### src/sv/lz77hc_pkg.sv
// ============================================================================
// LZ77 hash chain insert: shared package
// Widths and constants used by more than one file of the block.
// ============================================================================
`default_nettype none

package lz77hc_pkg;

    // Width of a result field (position, hash value, chain link).
    localparam int FIELD_W = 15;

    // Width of the four-byte string word that is hashed.
    localparam int WORD_W = 32;

    // Multiplicative hash constant.
    localparam logic [WORD_W-1:0] HASH_MULT = 32'h1E35_A7BD;

    // Entries in the queue between the front and the back.
    localparam int FIFO_DEPTH = 4;

endpackage : lz77hc_pkg

`default_nettype wire

### src/sv/lz77hc_fifo.sv
// ============================================================================
// LZ77 hash chain insert: entry queue
// Short first-in first-out queue that decouples the front from the back.
// ============================================================================
`default_nettype none

module lz77hc_fifo #(
    parameter int DATA_W = 47,
    parameter int DEPTH  = 4
) (
    input  wire logic              aclk,
    input  wire logic              aresetn,
    input  wire logic              push,
    input  wire logic [DATA_W-1:0] push_data,
    output logic                   push_ready,
    output logic                   pop_valid,
    output logic [DATA_W-1:0]      pop_data,
    input  wire logic              pop_ready
);
    import lz77hc_pkg::*;

    localparam int PTR_W = (DEPTH > 1) ? $clog2(DEPTH) : 1;
    localparam int CNT_W = $clog2(DEPTH + 1);

    logic [DATA_W-1:0] slots [DEPTH];
    logic [PTR_W-1:0]  wr_ptr_reg, rd_ptr_reg;
    logic [CNT_W-1:0]  count_reg, count_next;
    logic              pop;

    assign push_ready = (count_reg != CNT_W'(DEPTH));
    assign pop_valid  = (count_reg != '0);
    assign pop_data   = slots[rd_ptr_reg];
    assign pop        = pop_valid && pop_ready;

    always_comb begin
        count_next = count_reg;
        if (push && !pop) begin
            count_next = count_reg + 1'b1;
        end else if (pop && !push) begin
            count_next = count_reg - 1'b1;
        end
    end

    always_ff @(posedge aclk) begin
        if (!aresetn) begin
            wr_ptr_reg <= '0;
            rd_ptr_reg <= '0;
            count_reg  <= '0;
        end else begin
            count_reg <= count_next;
            if (push) begin
                wr_ptr_reg <= (wr_ptr_reg == PTR_W'(DEPTH - 1)) ? '0 : wr_ptr_reg + 1'b1;
            end
            if (pop) begin
                rd_ptr_reg <= (rd_ptr_reg == PTR_W'(DEPTH - 1)) ? '0 : rd_ptr_reg + 1'b1;
            end
        end
    end

    always_ff @(posedge aclk) begin
        if (push) begin
            slots[wr_ptr_reg] <= push_data;
        end
    end

`ifndef ASSERT_OFF
    a_no_overflow: assert property (@(posedge aclk) disable iff (!aresetn)
        push |-> push_ready)
        else $error("entry queue overflow");

    a_count_bound: assert property (@(posedge aclk) disable iff (!aresetn)
        count_reg <= CNT_W'(DEPTH))
        else $error("entry queue count out of range");

    a_count_track: assert property (@(posedge aclk) disable iff (!aresetn)
        (push && !pop) |=> (count_reg == $past(count_reg) + 1'b1))
        else $error("entry queue count did not follow a push");
`endif

endmodule : lz77hc_fifo

`default_nettype wire

### config.mk
export PLATFORM = sky130hd
export DESIGN_NAME = lz77hc_fifo
export DESIGN_NICKNAME = d
export VERILOG_FILES = /design/src/sv/lz77hc_pkg.sv /design/src/sv/lz77hc_fifo.sv
export SDC_FILE = /design/constraint.sdc
export NUM_CORES = 1
export LEC_CHECK = 0
export BUFFER_PORTS_ARGS = -buffer_cell sky130_fd_sc_hd__buf_2
export CORE_UTILIZATION = 55
export DETAILED_ROUTE_END_ITERATION = 16
export GPL_TIMING_DRIVEN = 0
export PLACE_DENSITY_LB_ADDON = 0.2
export SLEW_MARGIN = 25
export SYNTH_ARGS = -nofsm -noshare
export SYNTH_HDL_FRONTEND = slang
export SYNTH_SLANG_ARGS = --single-unit
### constraint.sdc
create_clock -name aclk -period 4.6 [get_ports aclk]
set_clock_uncertainty 0.2 [all_clocks]
set_input_delay 0.23 -clock aclk [delete_from_list [all_inputs] [get_ports aclk]]
set_output_delay 0.23 -clock aclk [all_outputs]
set_load 0.01 [all_outputs]
==> results.cfg <==
[status]
status = complete, no violations

[global_routing]
grt_max_degree = 36
grt_util_met3 = 0.04686
grt_pass1_vias = 3489
grtUsageMet2 = 0.3152
grt-busiest-layer = met2
antenna_found_initial = 0
grt_pass1_wl_mm = 18.08
met1_usage = 0.2432
overflow = 0
gr-usage-all-layers = 0.1910

[hold_path]
worstHoldPathCells = 3
holdCritPathClass = primary input to register
min-delay-start = pop_ready
holdPathEnd = rd_ptr_reg[1]

[synth]
synth_top_family_by_area = multiplexers
synthSimpleGateAreaFrac = 0.01309
seq_area_frac_synth = 0.8018
synthDistinctLibCells = 23
synth_compound_area_frac = 0.004133
synthTopCellsByArea = edfxtp_1, mux4_2, dfxtp_1
synth-seq-cells = 197
ys_warn_count = 0
synth_area_per_cell_sq_um = 24.88
syn_inst = 292
synth_fa_ha_area_frac = 0.01309
synthDominantCellAreaShare = 0.7770
syn_area_sq_um = 7266
synthXorXnorAreaFrac = 0.002411
synthesis.nets = 350
muxShareOfSynthArea = 0.1498
synth.largest_area_cell = edfxtp_1

[setup_path]
crit_buf_inv = 1
r2r_cells = 7
r2r-start = count_reg[1]
worstPathCellList = o31ai_1 > ha_1 > inv_1 > fa_1 > xor2_1 > or3_1 > a21boi_0
crit_fanout = 5
criticalPathCategory = register to register
cp.depth = 7
worstPathArrival_ns = 2.73
cp_top_family = compound AO/OA/AOI/OAI gates
critical_path.max_stage_delay_ns = 0.55
slowest_stage = o31ai_1
r2r_end = count_reg[2]
rrSetupSlack_ns = 2.02
cp-startpoint = count_reg[1]
cp.required_ns = 4.75
crit_path_start_kind = register
worst_setup_path_end_kind = register

[power]
power_mw = 4.431
power-per-cell-area_nw_per_um2 = 486.6
p_leak_nw = 3.145
ir_drop_mv = 0.2788

[clock_network]
cts_buffer_depth = 2
path_clk_slew_ns = 0.06
cts_htree_levels = 4
clock_sinks = 197
ctsRootBufferMaster = clkbuf_16
cts_made_buffers = 17
cts_tree = done
cts.repair.resized = 0
clk_latency_ns = 0.42

[place]
dp.final_hpwl_mm = 7.121
port_buffers = 99
placed_cells = 567
place_congestion = 0.7049

[timing]
fin_crit_ns = 2.577
clock.fmax_mhz = 388.0
hold_viol_final = 0
setup_viol = 0
rsz0062_at_grt = false
drv_slew = 0
finalSetupTns_ns = 0
max_slew_margin = 0.5397
worst_pin_slew_ns = 0.6905
fin_crit_sh = 0.5603

[floorplan]
core_area_sq_um = 12770
initial_core_util = 0.5688
rows = 41
dieWidth_um = 116.9
io_pins = 100
fp.dieH_um = 116.9
dieArea_sq_um = 13670

[detailed_routing]
ant_nets = 0
totalWireLength_mm = 12.04
vias = 3440
drtIter0Drc = 211
wl_per_cell_um = 18.58
firstDrtPassIters = 4
viasPerCell = 5.309
drc = 0

[cells_and_area]
largest_register_ffs = 188
post-route-util = 0.7129
layout_common_cells = edfxtp_1, buf_2, dlygate4sd3_1
n_antenna_cell = 0
fin_nets = 521
area_delta_synth_final_pct = 25.33
drive_gt1_frac = 0.3971
finalNonFillerCells = 648
final_common_cell = edfxtp_1

[flow_run]
max_cap_violations = 0
[worst max path at each step]
stage | endpoint | slack [ns]
floorplan | count_reg[2] | 2.30
global placement | slots[3][19] | 1.43
detailed placement | count_reg[2] | 2.00
CTS | count_reg[2] | 2.01
global route | count_reg[2] | 1.84
finish | count_reg[2] | 2.02
[metrics by stage]
stage | setup WS (ns) | hold slack (ns) | cell area, sq um
after detailed placement | 2.004 | 0.2467 | 8066
after global routing | 1.837 | 0.08859 | 9106
final | 2.023 | 0.04619 | 9106
after global placement | 1.427 | 0.2404 | 7976
after floorplan | 2.301 | 0.1289 | 7266
after CTS | 2.013 | 0.03273 | 9106
[where the power goes]
group          switching (mW)  leakage (nW)  total [mW]  internal [mW]
Clock                   0.589         0.270        1.38          0.790
Combinational           0.442          1.07       0.952          0.510
Sequential             0.0362          1.80        2.10           2.06
Total                    1.07          3.14        4.43           3.36
[cells in the mapped netlist, drive strengths merged]
| cell type | number |
|---|---|
| dfxtp | 9 |
| or3 | 2 |
| inv | 3 |
| buf | 9 |
| clkbuf | 1 |
| fa | 1 |
| and2 | 5 |
| edfxtp | 188 |
| o21ai | 3 |
| xnor2 | 1 |
| ha | 6 |
| nand2 | 3 |
| a21boi | 1 |
| nor2 | 3 |
| o31ai | 1 |
| xor2 | 1 |
| mux2i | 3 |
| nor2b | 3 |
| nand3 | 2 |
| mux4 | 47 |
[final cells by class]
| class | count | area, sq um |
|---|---|---|
| clock inverter | 12 | 112.6 |
| buffer | 10 | 102.6 |
| fill | 809 | 3667 |
| timing repair buffer | 152 | 1066 |
| inverter | 3 | 11.26 |
| sequential | 197 | 5826 |
| multi-input combinational | 82 | 1336 |
| tap | 172 | 215.2 |
| clock buffer | 20 | 436.7 |
[metal layers]
metal  wire length [um]  vias to the layer above
li1                   -                     1583
met1               5186                     1759
met2               6184                       81
met3                459                       17
met4                211                        0
met5                  0                        -
[cells by family after synthesis]
| logic type | Yosys count |
|---|---|
| AOI/OAI and AO/OA | 5 |
| xor gates and xnor gates | 2 |
| adders and majority gates | 7 |
| buffers and inverters | 13 |
| DFF | 197 |
| muxes | 50 |
| and+or+nand+nor | 18 |
[tightest hold or removal path, delay by kind of cell]
family | cells | cell delay (ns)
buffers and inverters | 1 | 0.10
AOI/OAI and AO/OA | 2 | 0.28
[repair_timing]
item	in CTS	in global routing
buffers inserted	0	0
hold endpoints to repair	197	0
hold buffers	49	0
(Power assumes the default switching activity.)
