### src/sv/lz77hc_pkg.sv
// ============================================================================
// LZ77 hash chain insert: shared package
// Widths and constants used by more than one file of the block.
// ============================================================================
`default_nettype none

package lz77hc_pkg;

    // Width of a result field (position, hash value, chain link).
    localparam int FIELD_W = 15;

    // Width of the four-byte string word that is hashed.
    localparam int WORD_W = 32;

    // Multiplicative hash constant.
    localparam logic [WORD_W-1:0] HASH_MULT = 32'h1E35_A7BD;

    // Entries in the queue between the front and the back.
    localparam int FIFO_DEPTH = 4;

endpackage : lz77hc_pkg

`default_nettype wire

### src/sv/lz77hc_front.sv
// ============================================================================
// LZ77 hash chain insert: front end
// Accepts bytes, keeps the three-byte window and the position count, and
// pushes one string entry into the queue for each byte past the prefix.
// ============================================================================
`default_nettype none

module lz77hc_front #(
    parameter int WINDOW_BITS = 15
) (
    input  wire logic                                aclk,
    input  wire logic                                aresetn,
    input  wire logic                                s_valid,
    output logic                                     s_ready,
    input  wire logic [7:0]                          s_data_byte,
    input  wire logic                                s_first_byte,
    input  wire logic                                fifo_ready,
    input  wire logic                                clearing,
    output logic                                     push_valid,
    output logic [lz77hc_pkg::WORD_W-1:0]            push_word,
    output logic [WINDOW_BITS-1:0]                   push_pos
);
    import lz77hc_pkg::*;

    // Bytes that must be held before a full string is present.
    localparam logic [1:0] PREFIX_LEN = 2'd3;

    logic [23:0]            window_reg, window_next, window_cur;
    logic [1:0]             seen_reg, seen_next, seen_cur;
    logic [WINDOW_BITS-1:0] count_reg, count_next, count_cur;
    logic                   accept;

    assign s_ready = fifo_ready && !clearing;
    assign accept  = s_valid && s_ready;

    // A first byte restarts the buffer before the byte itself is taken.
    assign window_cur = s_first_byte ? 24'd0 : window_reg;
    assign seen_cur   = s_first_byte ? 2'd0 : seen_reg;
    assign count_cur  = s_first_byte ? '0 : count_reg;

    assign push_valid = accept && (seen_cur == PREFIX_LEN);
    assign push_word  = {s_data_byte, window_cur};
    assign push_pos   = count_cur;

    always_comb begin
        window_next = window_reg;
        seen_next   = seen_reg;
        count_next  = count_reg;
        if (accept) begin
            window_next = {s_data_byte, window_cur[23:8]};
            seen_next   = (seen_cur == PREFIX_LEN) ? PREFIX_LEN : seen_cur + 2'd1;
            count_next  = (seen_cur == PREFIX_LEN) ? count_cur + 1'b1 : count_cur;
        end
    end

    always_ff @(posedge aclk) begin
        if (!aresetn) begin
            window_reg <= '0;
            seen_reg   <= '0;
            count_reg  <= '0;
        end else begin
            window_reg <= window_next;
            seen_reg   <= seen_next;
            count_reg  <= count_next;
        end
    end

endmodule : lz77hc_front

`default_nettype wire

### config.mk
export PLATFORM = sky130hd
export DESIGN_NAME = lz77hc_front
export DESIGN_NICKNAME = d
export VERILOG_FILES = /design/src/sv/lz77hc_pkg.sv /design/src/sv/lz77hc_front.sv
export SDC_FILE = /design/constraint.sdc
export NUM_CORES = 1
export LEC_CHECK = 0
export BUFFER_PORTS_ARGS = -buffer_cell sky130_fd_sc_hd__buf_2
export CORE_ASPECT_RATIO = 0.7
export CORE_MARGIN = 2
export CORE_UTILIZATION = 51
export DETAILED_ROUTE_END_ITERATION = 8
export PLACE_DENSITY = 0.8
export SLEW_MARGIN = 10
export SYNTH_ARGS = -nofsm -noshare
export SYNTH_HDL_FRONTEND = slang
export SYNTH_SLANG_ARGS = --single-unit
### constraint.sdc
create_clock -name aclk -period 1.75 [get_ports aclk]
set_input_delay 0.175 -clock aclk [delete_from_list [all_inputs] [get_ports aclk]]
set_output_delay 0.175 -clock aclk [all_outputs]
set_load 0.005 [all_outputs]
==> metrics.md, run 1 <==
| Metric | Value |
|---|---|
| Status | completed |
| Max cap viols | 0 |
| Largest net degree at the start of global routing | 34 |
| ANT nets after route | 0 |
| Critical path required time | 1.97 ns |
| Final hold vios | 0 |
| Layout Skew | 0.00515 ns |
| F_max | 600 MHz |
| P&R area growth vs syn | 21.1% |
| Worst-Skew Late Latency | 0.29 ns |
| Row cnt | 19 |
| Share of post-route cells with drive strength above 1 | 0.278 |
| Yosys cell types | 40 |
| Worst-Margin Slew | 0.405 ns |
| Final min period | 1.67 ns |
| Hold_sp | s_data_byte[0] |
| Post-DR wirelength/cell | 13.1 um |
| WS Path Type | reg -> reg |
| Post-CTS Setup Repair Bufs | 0 |
| CTS sink cnt | 41 |
| Post-synthesis cell count | 271 |
| CP startpoint kind | flop |
| Leakage | 1.08 nW |
| Unrepaired setup endpoints after global routing | no |
| Diode count | 0 |
| Clock transition at path regs | 0.08 ns |
| Maximum clock insertion buffer count | 2 |
| Syn_area_per_cell | 7.62 um2 |
| Hold crit path type | in -> reg |
| Final wirelength | 4920 um |
| Crit Path Max Fanout | 6 |
| Drt drc | 0 |
| Fin. max-slew vios | 0 |
| Overflow after GRT | 0 |
| Root buf cell | clkbuf_8 |
| Crit path capture type | flop |
| Share of synthesized flip-flops with an asynchronous set or reset | 0 |
| H-tree lvl count | 2 |
| Arrival time worst endpoint | 1.88 ns |
| Final period util | 0.953 |
| CTS tree | done |
| Setup TNS Final | 0 ns |
| Via-per-instance ratio | 5.36 |
| Nets@finish | 337 |
| Syn Std Cell Area | 2070 um2 |
| Reg-to-reg critical path startpoint | count_reg[0] |
| Worst Hold Depth | 3 |
| Core footprint | 3900 um2 |
| Die area | 4580 um2 |
| Yosys reg bits | 41 |
| Share of the yosys chip area belonging to registers | 0.397 |
| Power per Cell Area | 700 nW/um2 |
| Initial antenna violation count | 0 |
| Vias in the first global route | 1744 |
| Die X | 80.1 um |
| Worst rel slew slack | 0.729 |
| Port Buffers | 62 |
| R2r endpoint | count_reg[10] |
| IO Pins | 63 |
| Setup violators final | 0 |
| Pwr Total | 1.75 mW |
| EDFF count, synth | 0 |
| Largest register FFs | 24 |
| DP Wirelength | 3470 um |
| YS warnings | 0 |
| Initial Util | 0.530 |
| RePlAce Congestion | 0.897 |
| Worst Hold Endpoint | window_reg[16] |
| First-pass GRT wire length | 7960 um |
| VDD IR max | 0.571 mV |
| Syn Nets | 285 |
| Drt pass-1 iters | 4 |
| Die Ht | 57.3 um |
| R2R Setup Slk | 0.08 ns |
| Via count | 2015 |
| Post-layout util | 0.642 |
| Top_reg_cell synth | dfxtp_1 |
| R2R cell count | 4 |
| Initial drt markers | 150 |
| GRT Util Overall | 0.221 |
| CTS Buf Count | 5 |
-- cells by family after synthesis --
logic type      count (synthesis)  share of synthesized area
flops                          41                      0.397
buf+inv                        32                     0.0751
compound gates                 62                      0.182
simple gates                  135                      0.341
mux                             1                    0.00485
-- report_power, final --
group          switching [mW]  internal (mW)
Clock                   0.315          0.356
Sequential            0.00505          0.940
Combinational          0.0842         0.0492
Total                   0.405           1.35
-- cell type report --
class,instances,area [um2]
clock buffer,7,96.3
clock inverter,1,5.00
fill,367,1400
inverter,4,15.0
multi-input combinational,198,1090
sequential,41,825
tap,52,65.1
timing repair buffer,73,405
-- worst max-delay path, stage by stage (launching register included) --
cell and delay (ns):
dfxtp_1 0.41, nand4_1 0.15, or3_4 0.39, or4_1 0.47, a31oi_1 0.16
-- layer usage --
layer  routed length, um  track usage  up-vias
met5                   0            0        -
met4                  47       0.0775        0
met3                 310       0.0475        4
met2                2060        0.324       72
met1                2490        0.322      915
li1                    -            -     1024
-- through the flow --
step | setup slack (ns) | hold slack (ns) | instance area [um2] | instances
final | 0.0824 | 0.130 | 2500 | 376
after global routing | 0.00876 | 0.138 | 2500 | 376
after CTS | 0.0674 | 0.125 | 2500 | 376
after detailed placement | 0.0975 | 0.433 | 2400 | 368
after global placement | 0.140 | 0.428 | 2400 | 368
after floorplan | 0.172 | 0.311 | 2070 | 271
-- cells in the mapped netlist (all sizes together) (4+ instances only) --
| library cell | n | area (um2) |
|---|---|---|
| and3 | 4 | 25.0 |
| nor2 | 11 | 41.3 |
| dfxtp | 41 | 821 |
| buf | 10 | 72.6 |
| nand2 | 58 | 218 |
| o21ai | 8 | 40.0 |
| nor2b | 38 | 238 |
| nor3 | 4 | 25.0 |
| inv | 4 | 15.0 |
| nand3 | 4 | 20.0 |
| clkbuf | 18 | 67.6 |
| a21oi | 33 | 165 |
| a31oi | 6 | 37.5 |
-- worst max path at each step --
stage                    end  slack [ns]         start
3_3_place_gp   count_reg[10]        0.14  count_reg[1]
5_1_grt         count_reg[9]       0.009  count_reg[0]
3_5_place_dp    count_reg[9]         0.1   seen_reg[0]
2_1_floorplan   count_reg[9]        0.17  count_reg[2]
4_1_cts        count_reg[13]        0.07  count_reg[5]
6_report       count_reg[10]        0.08  count_reg[0]
-- cell usage in the layout (no fill, tap or decap), drive strengths merged, types with 6 or more instances in the layout --
| cell type | count |
|---|---|
| a21oi | 33 |
| clkbuf | 7 |
| buf | 73 |
| nor2b | 38 |
| nor2 | 11 |
| a31oi | 6 |
| o21ai | 8 |
| dfxtp | 41 |
| nand2 | 58 |
-- what timing repair did --
item,4_1_cts,5_1_grt
endpoints found under the setup margin,0,3
hold buffers,0,0
gates resized for setup,0,4
(Power assumes the default switching activity.)
==> inputs of run 2 (changes only) <==
Settings changed: REMOVE_ABC_BUFFERS set to 1.
==> metrics.md, run 2 (same netlist as run 1, synthesis figures left out) <==
| Metric | Value |
|---|---|
| Pwr Total | 1.87 mW |
| Vias in the first global route | 1821 |
| Diode count | 0 |
| WS Path Type | reg -> reg |
| Initial Util | 0.530 |
| CP startpoint kind | flop |
| First-pass GRT wire length | 8290 um |
| Initial drt markers | 74 |
| Status | completed |
| Final period util | 0.951 |
| Worst rel slew slack | 0.736 |
| Fin. max-slew vios | 0 |
| GR Layer Usage met3 | 0.0680 |
| Placed instance area | 2410 um2 |
| Crit Path Max Fanout | 6 |
| Post-CTS Hold Buffers | 0 |
| Critical path required time | 1.97 ns |
| Worst-Skew Late Latency | 0.29 ns |
| Pre-CTS WS | 0.0722 ns |
| F_max | 601 MHz |
| Via count | 2031 |
| Maximum clock insertion buffer count | 2 |
| Die Ht | 57.3 um |
| Top Usage Layer GRT | met2 |
| Nets@finish | 341 |
| Final Instance Area | 2540 um2 |
| Die X | 80.1 um |
| CTS Buf Count | 5 |
| Most frequent cells in the layout | 62 x buf_2, 57 x nand2_1, 38 x nor2b_1, 38 x dfxtp_1, 33 x a21oi_1 |
| Final min period | 1.66 ns |
| CTS sink cnt | 41 |
| Drt drc | 0 |
| PnR worst setup slack | 0.0858 ns |
| VDD IR max | 0.424 mV |
| ANT nets after route | 0 |
| Final hold vios | 0 |
| Row cnt | 19 |
| Core footprint | 3900 um2 |
| Post-DR wirelength/cell | 13.1 um |
| Layout Skew | 0.00573 ns |
| Commonest non-fill, non-tap cell in the layout | buf_2 |
| Met2 GRT Util | 0.338 |
| Largest register FFs | 24 |
| Unrepaired setup endpoints after global routing | no |
| H-tree lvl count | 2 |
| IO Pins | 63 |
| Final wirelength | 4980 um |
| Port Buffers | 62 |
| CTS tree | done |
| Max cap viols | 0 |
| Overflow after GRT | 0 |
| Initial antenna violation count | 0 |
| Met1 Use GR | 0.326 |
| Via-per-instance ratio | 5.34 |
| Arrival time worst endpoint | 1.88 ns |
| Setup violators final | 0 |
| Hold crit path type | in -> reg |
| Crit path capture type | flop |
| Clock transition at path regs | 0.08 ns |
| RePlAce Congestion | 0.831 |
| Die area | 4580 um2 |
| Largest net degree at the start of global routing | 32 |
| Power per Cell Area | 735 nW/um2 |
| Setup TNS Final | 0 ns |
| GRT Util Overall | 0.231 |
| P&R area growth vs syn | 23.0% |
| DP Wirelength | 3480 um |
| Root buf cell | clkbuf_8 |
| Leakage | 1.10 nW |
| Share of post-route cells with drive strength above 1 | 0.287 |
| Drt pass-1 iters | 4 |
| Worst-Margin Slew | 0.394 ns |
| Post-layout util | 0.651 |
run 2: area by class of cell:
| cell class | count | area [um2] |
|---|---|---|
| Clock inverter | 2 | 37.5 |
| Inverter | 4 | 15.0 |
| Tap cell | 52 | 65.1 |
| Multi-Input combinational cell | 198 | 1090 |
| Fill cell | 351 | 1360 |
| Sequential cell | 41 | 825 |
| Timing Repair Buffer | 77 | 423 |
| Clock buffer | 6 | 82.6 |
run 2: layer usage:
metal  up-vias  part of all wire
met1       914              0.48
met4         0             0.012
met2        81              0.41
li1       1029                 -
met5         -                 0
met3         7             0.094
run 2: worst max-delay path: stages (launching register included):
cell and delay [ns]:
dfxtp_1 0.43, nand2b_4 0.08, or3_4 0.42, or4_1 0.48, a31oi_1 0.18
run 2: per-stage QoR:
step	std cells	hold WS, ns
6_report	380	0.121
5_1_grt	380	0.124
4_1_cts	379	0.110
3_5_place_dp	371	0.432
3_3_place_gp	371	0.426
2_1_floorplan	243	0.289
run 2: where the power goes:
part	switching (mW)	leakage, nW	total [mW]	internal [mW]
registers	0.00493	0.332	0.945	0.940
logic	0.0849	0.711	0.132	0.0467
clock network	0.328	0.0574	0.791	0.464
total	0.417	1.10	1.87	1.45
run 2: worst paths after layout:
kind / start / to / slack (ns) / cells past startpoint
setup / recovery: count_reg[4] / count_reg[10] / 0.09 / 4
hold / removal: s_data_byte[1] / window_reg[17] / 0.12 / 3
setup reg to reg: count_reg[4] / count_reg[10] / 0.09 / 4
hold reg to reg: window_reg[23] / window_reg[23] / 0.45 / 2
run 2: timing repair:
action / 4_1_cts / 5_1_grt
gates resized for setup: 0 / 5
buffers inserted: 0 / 1
setup endpoints to repair: 0 / 3
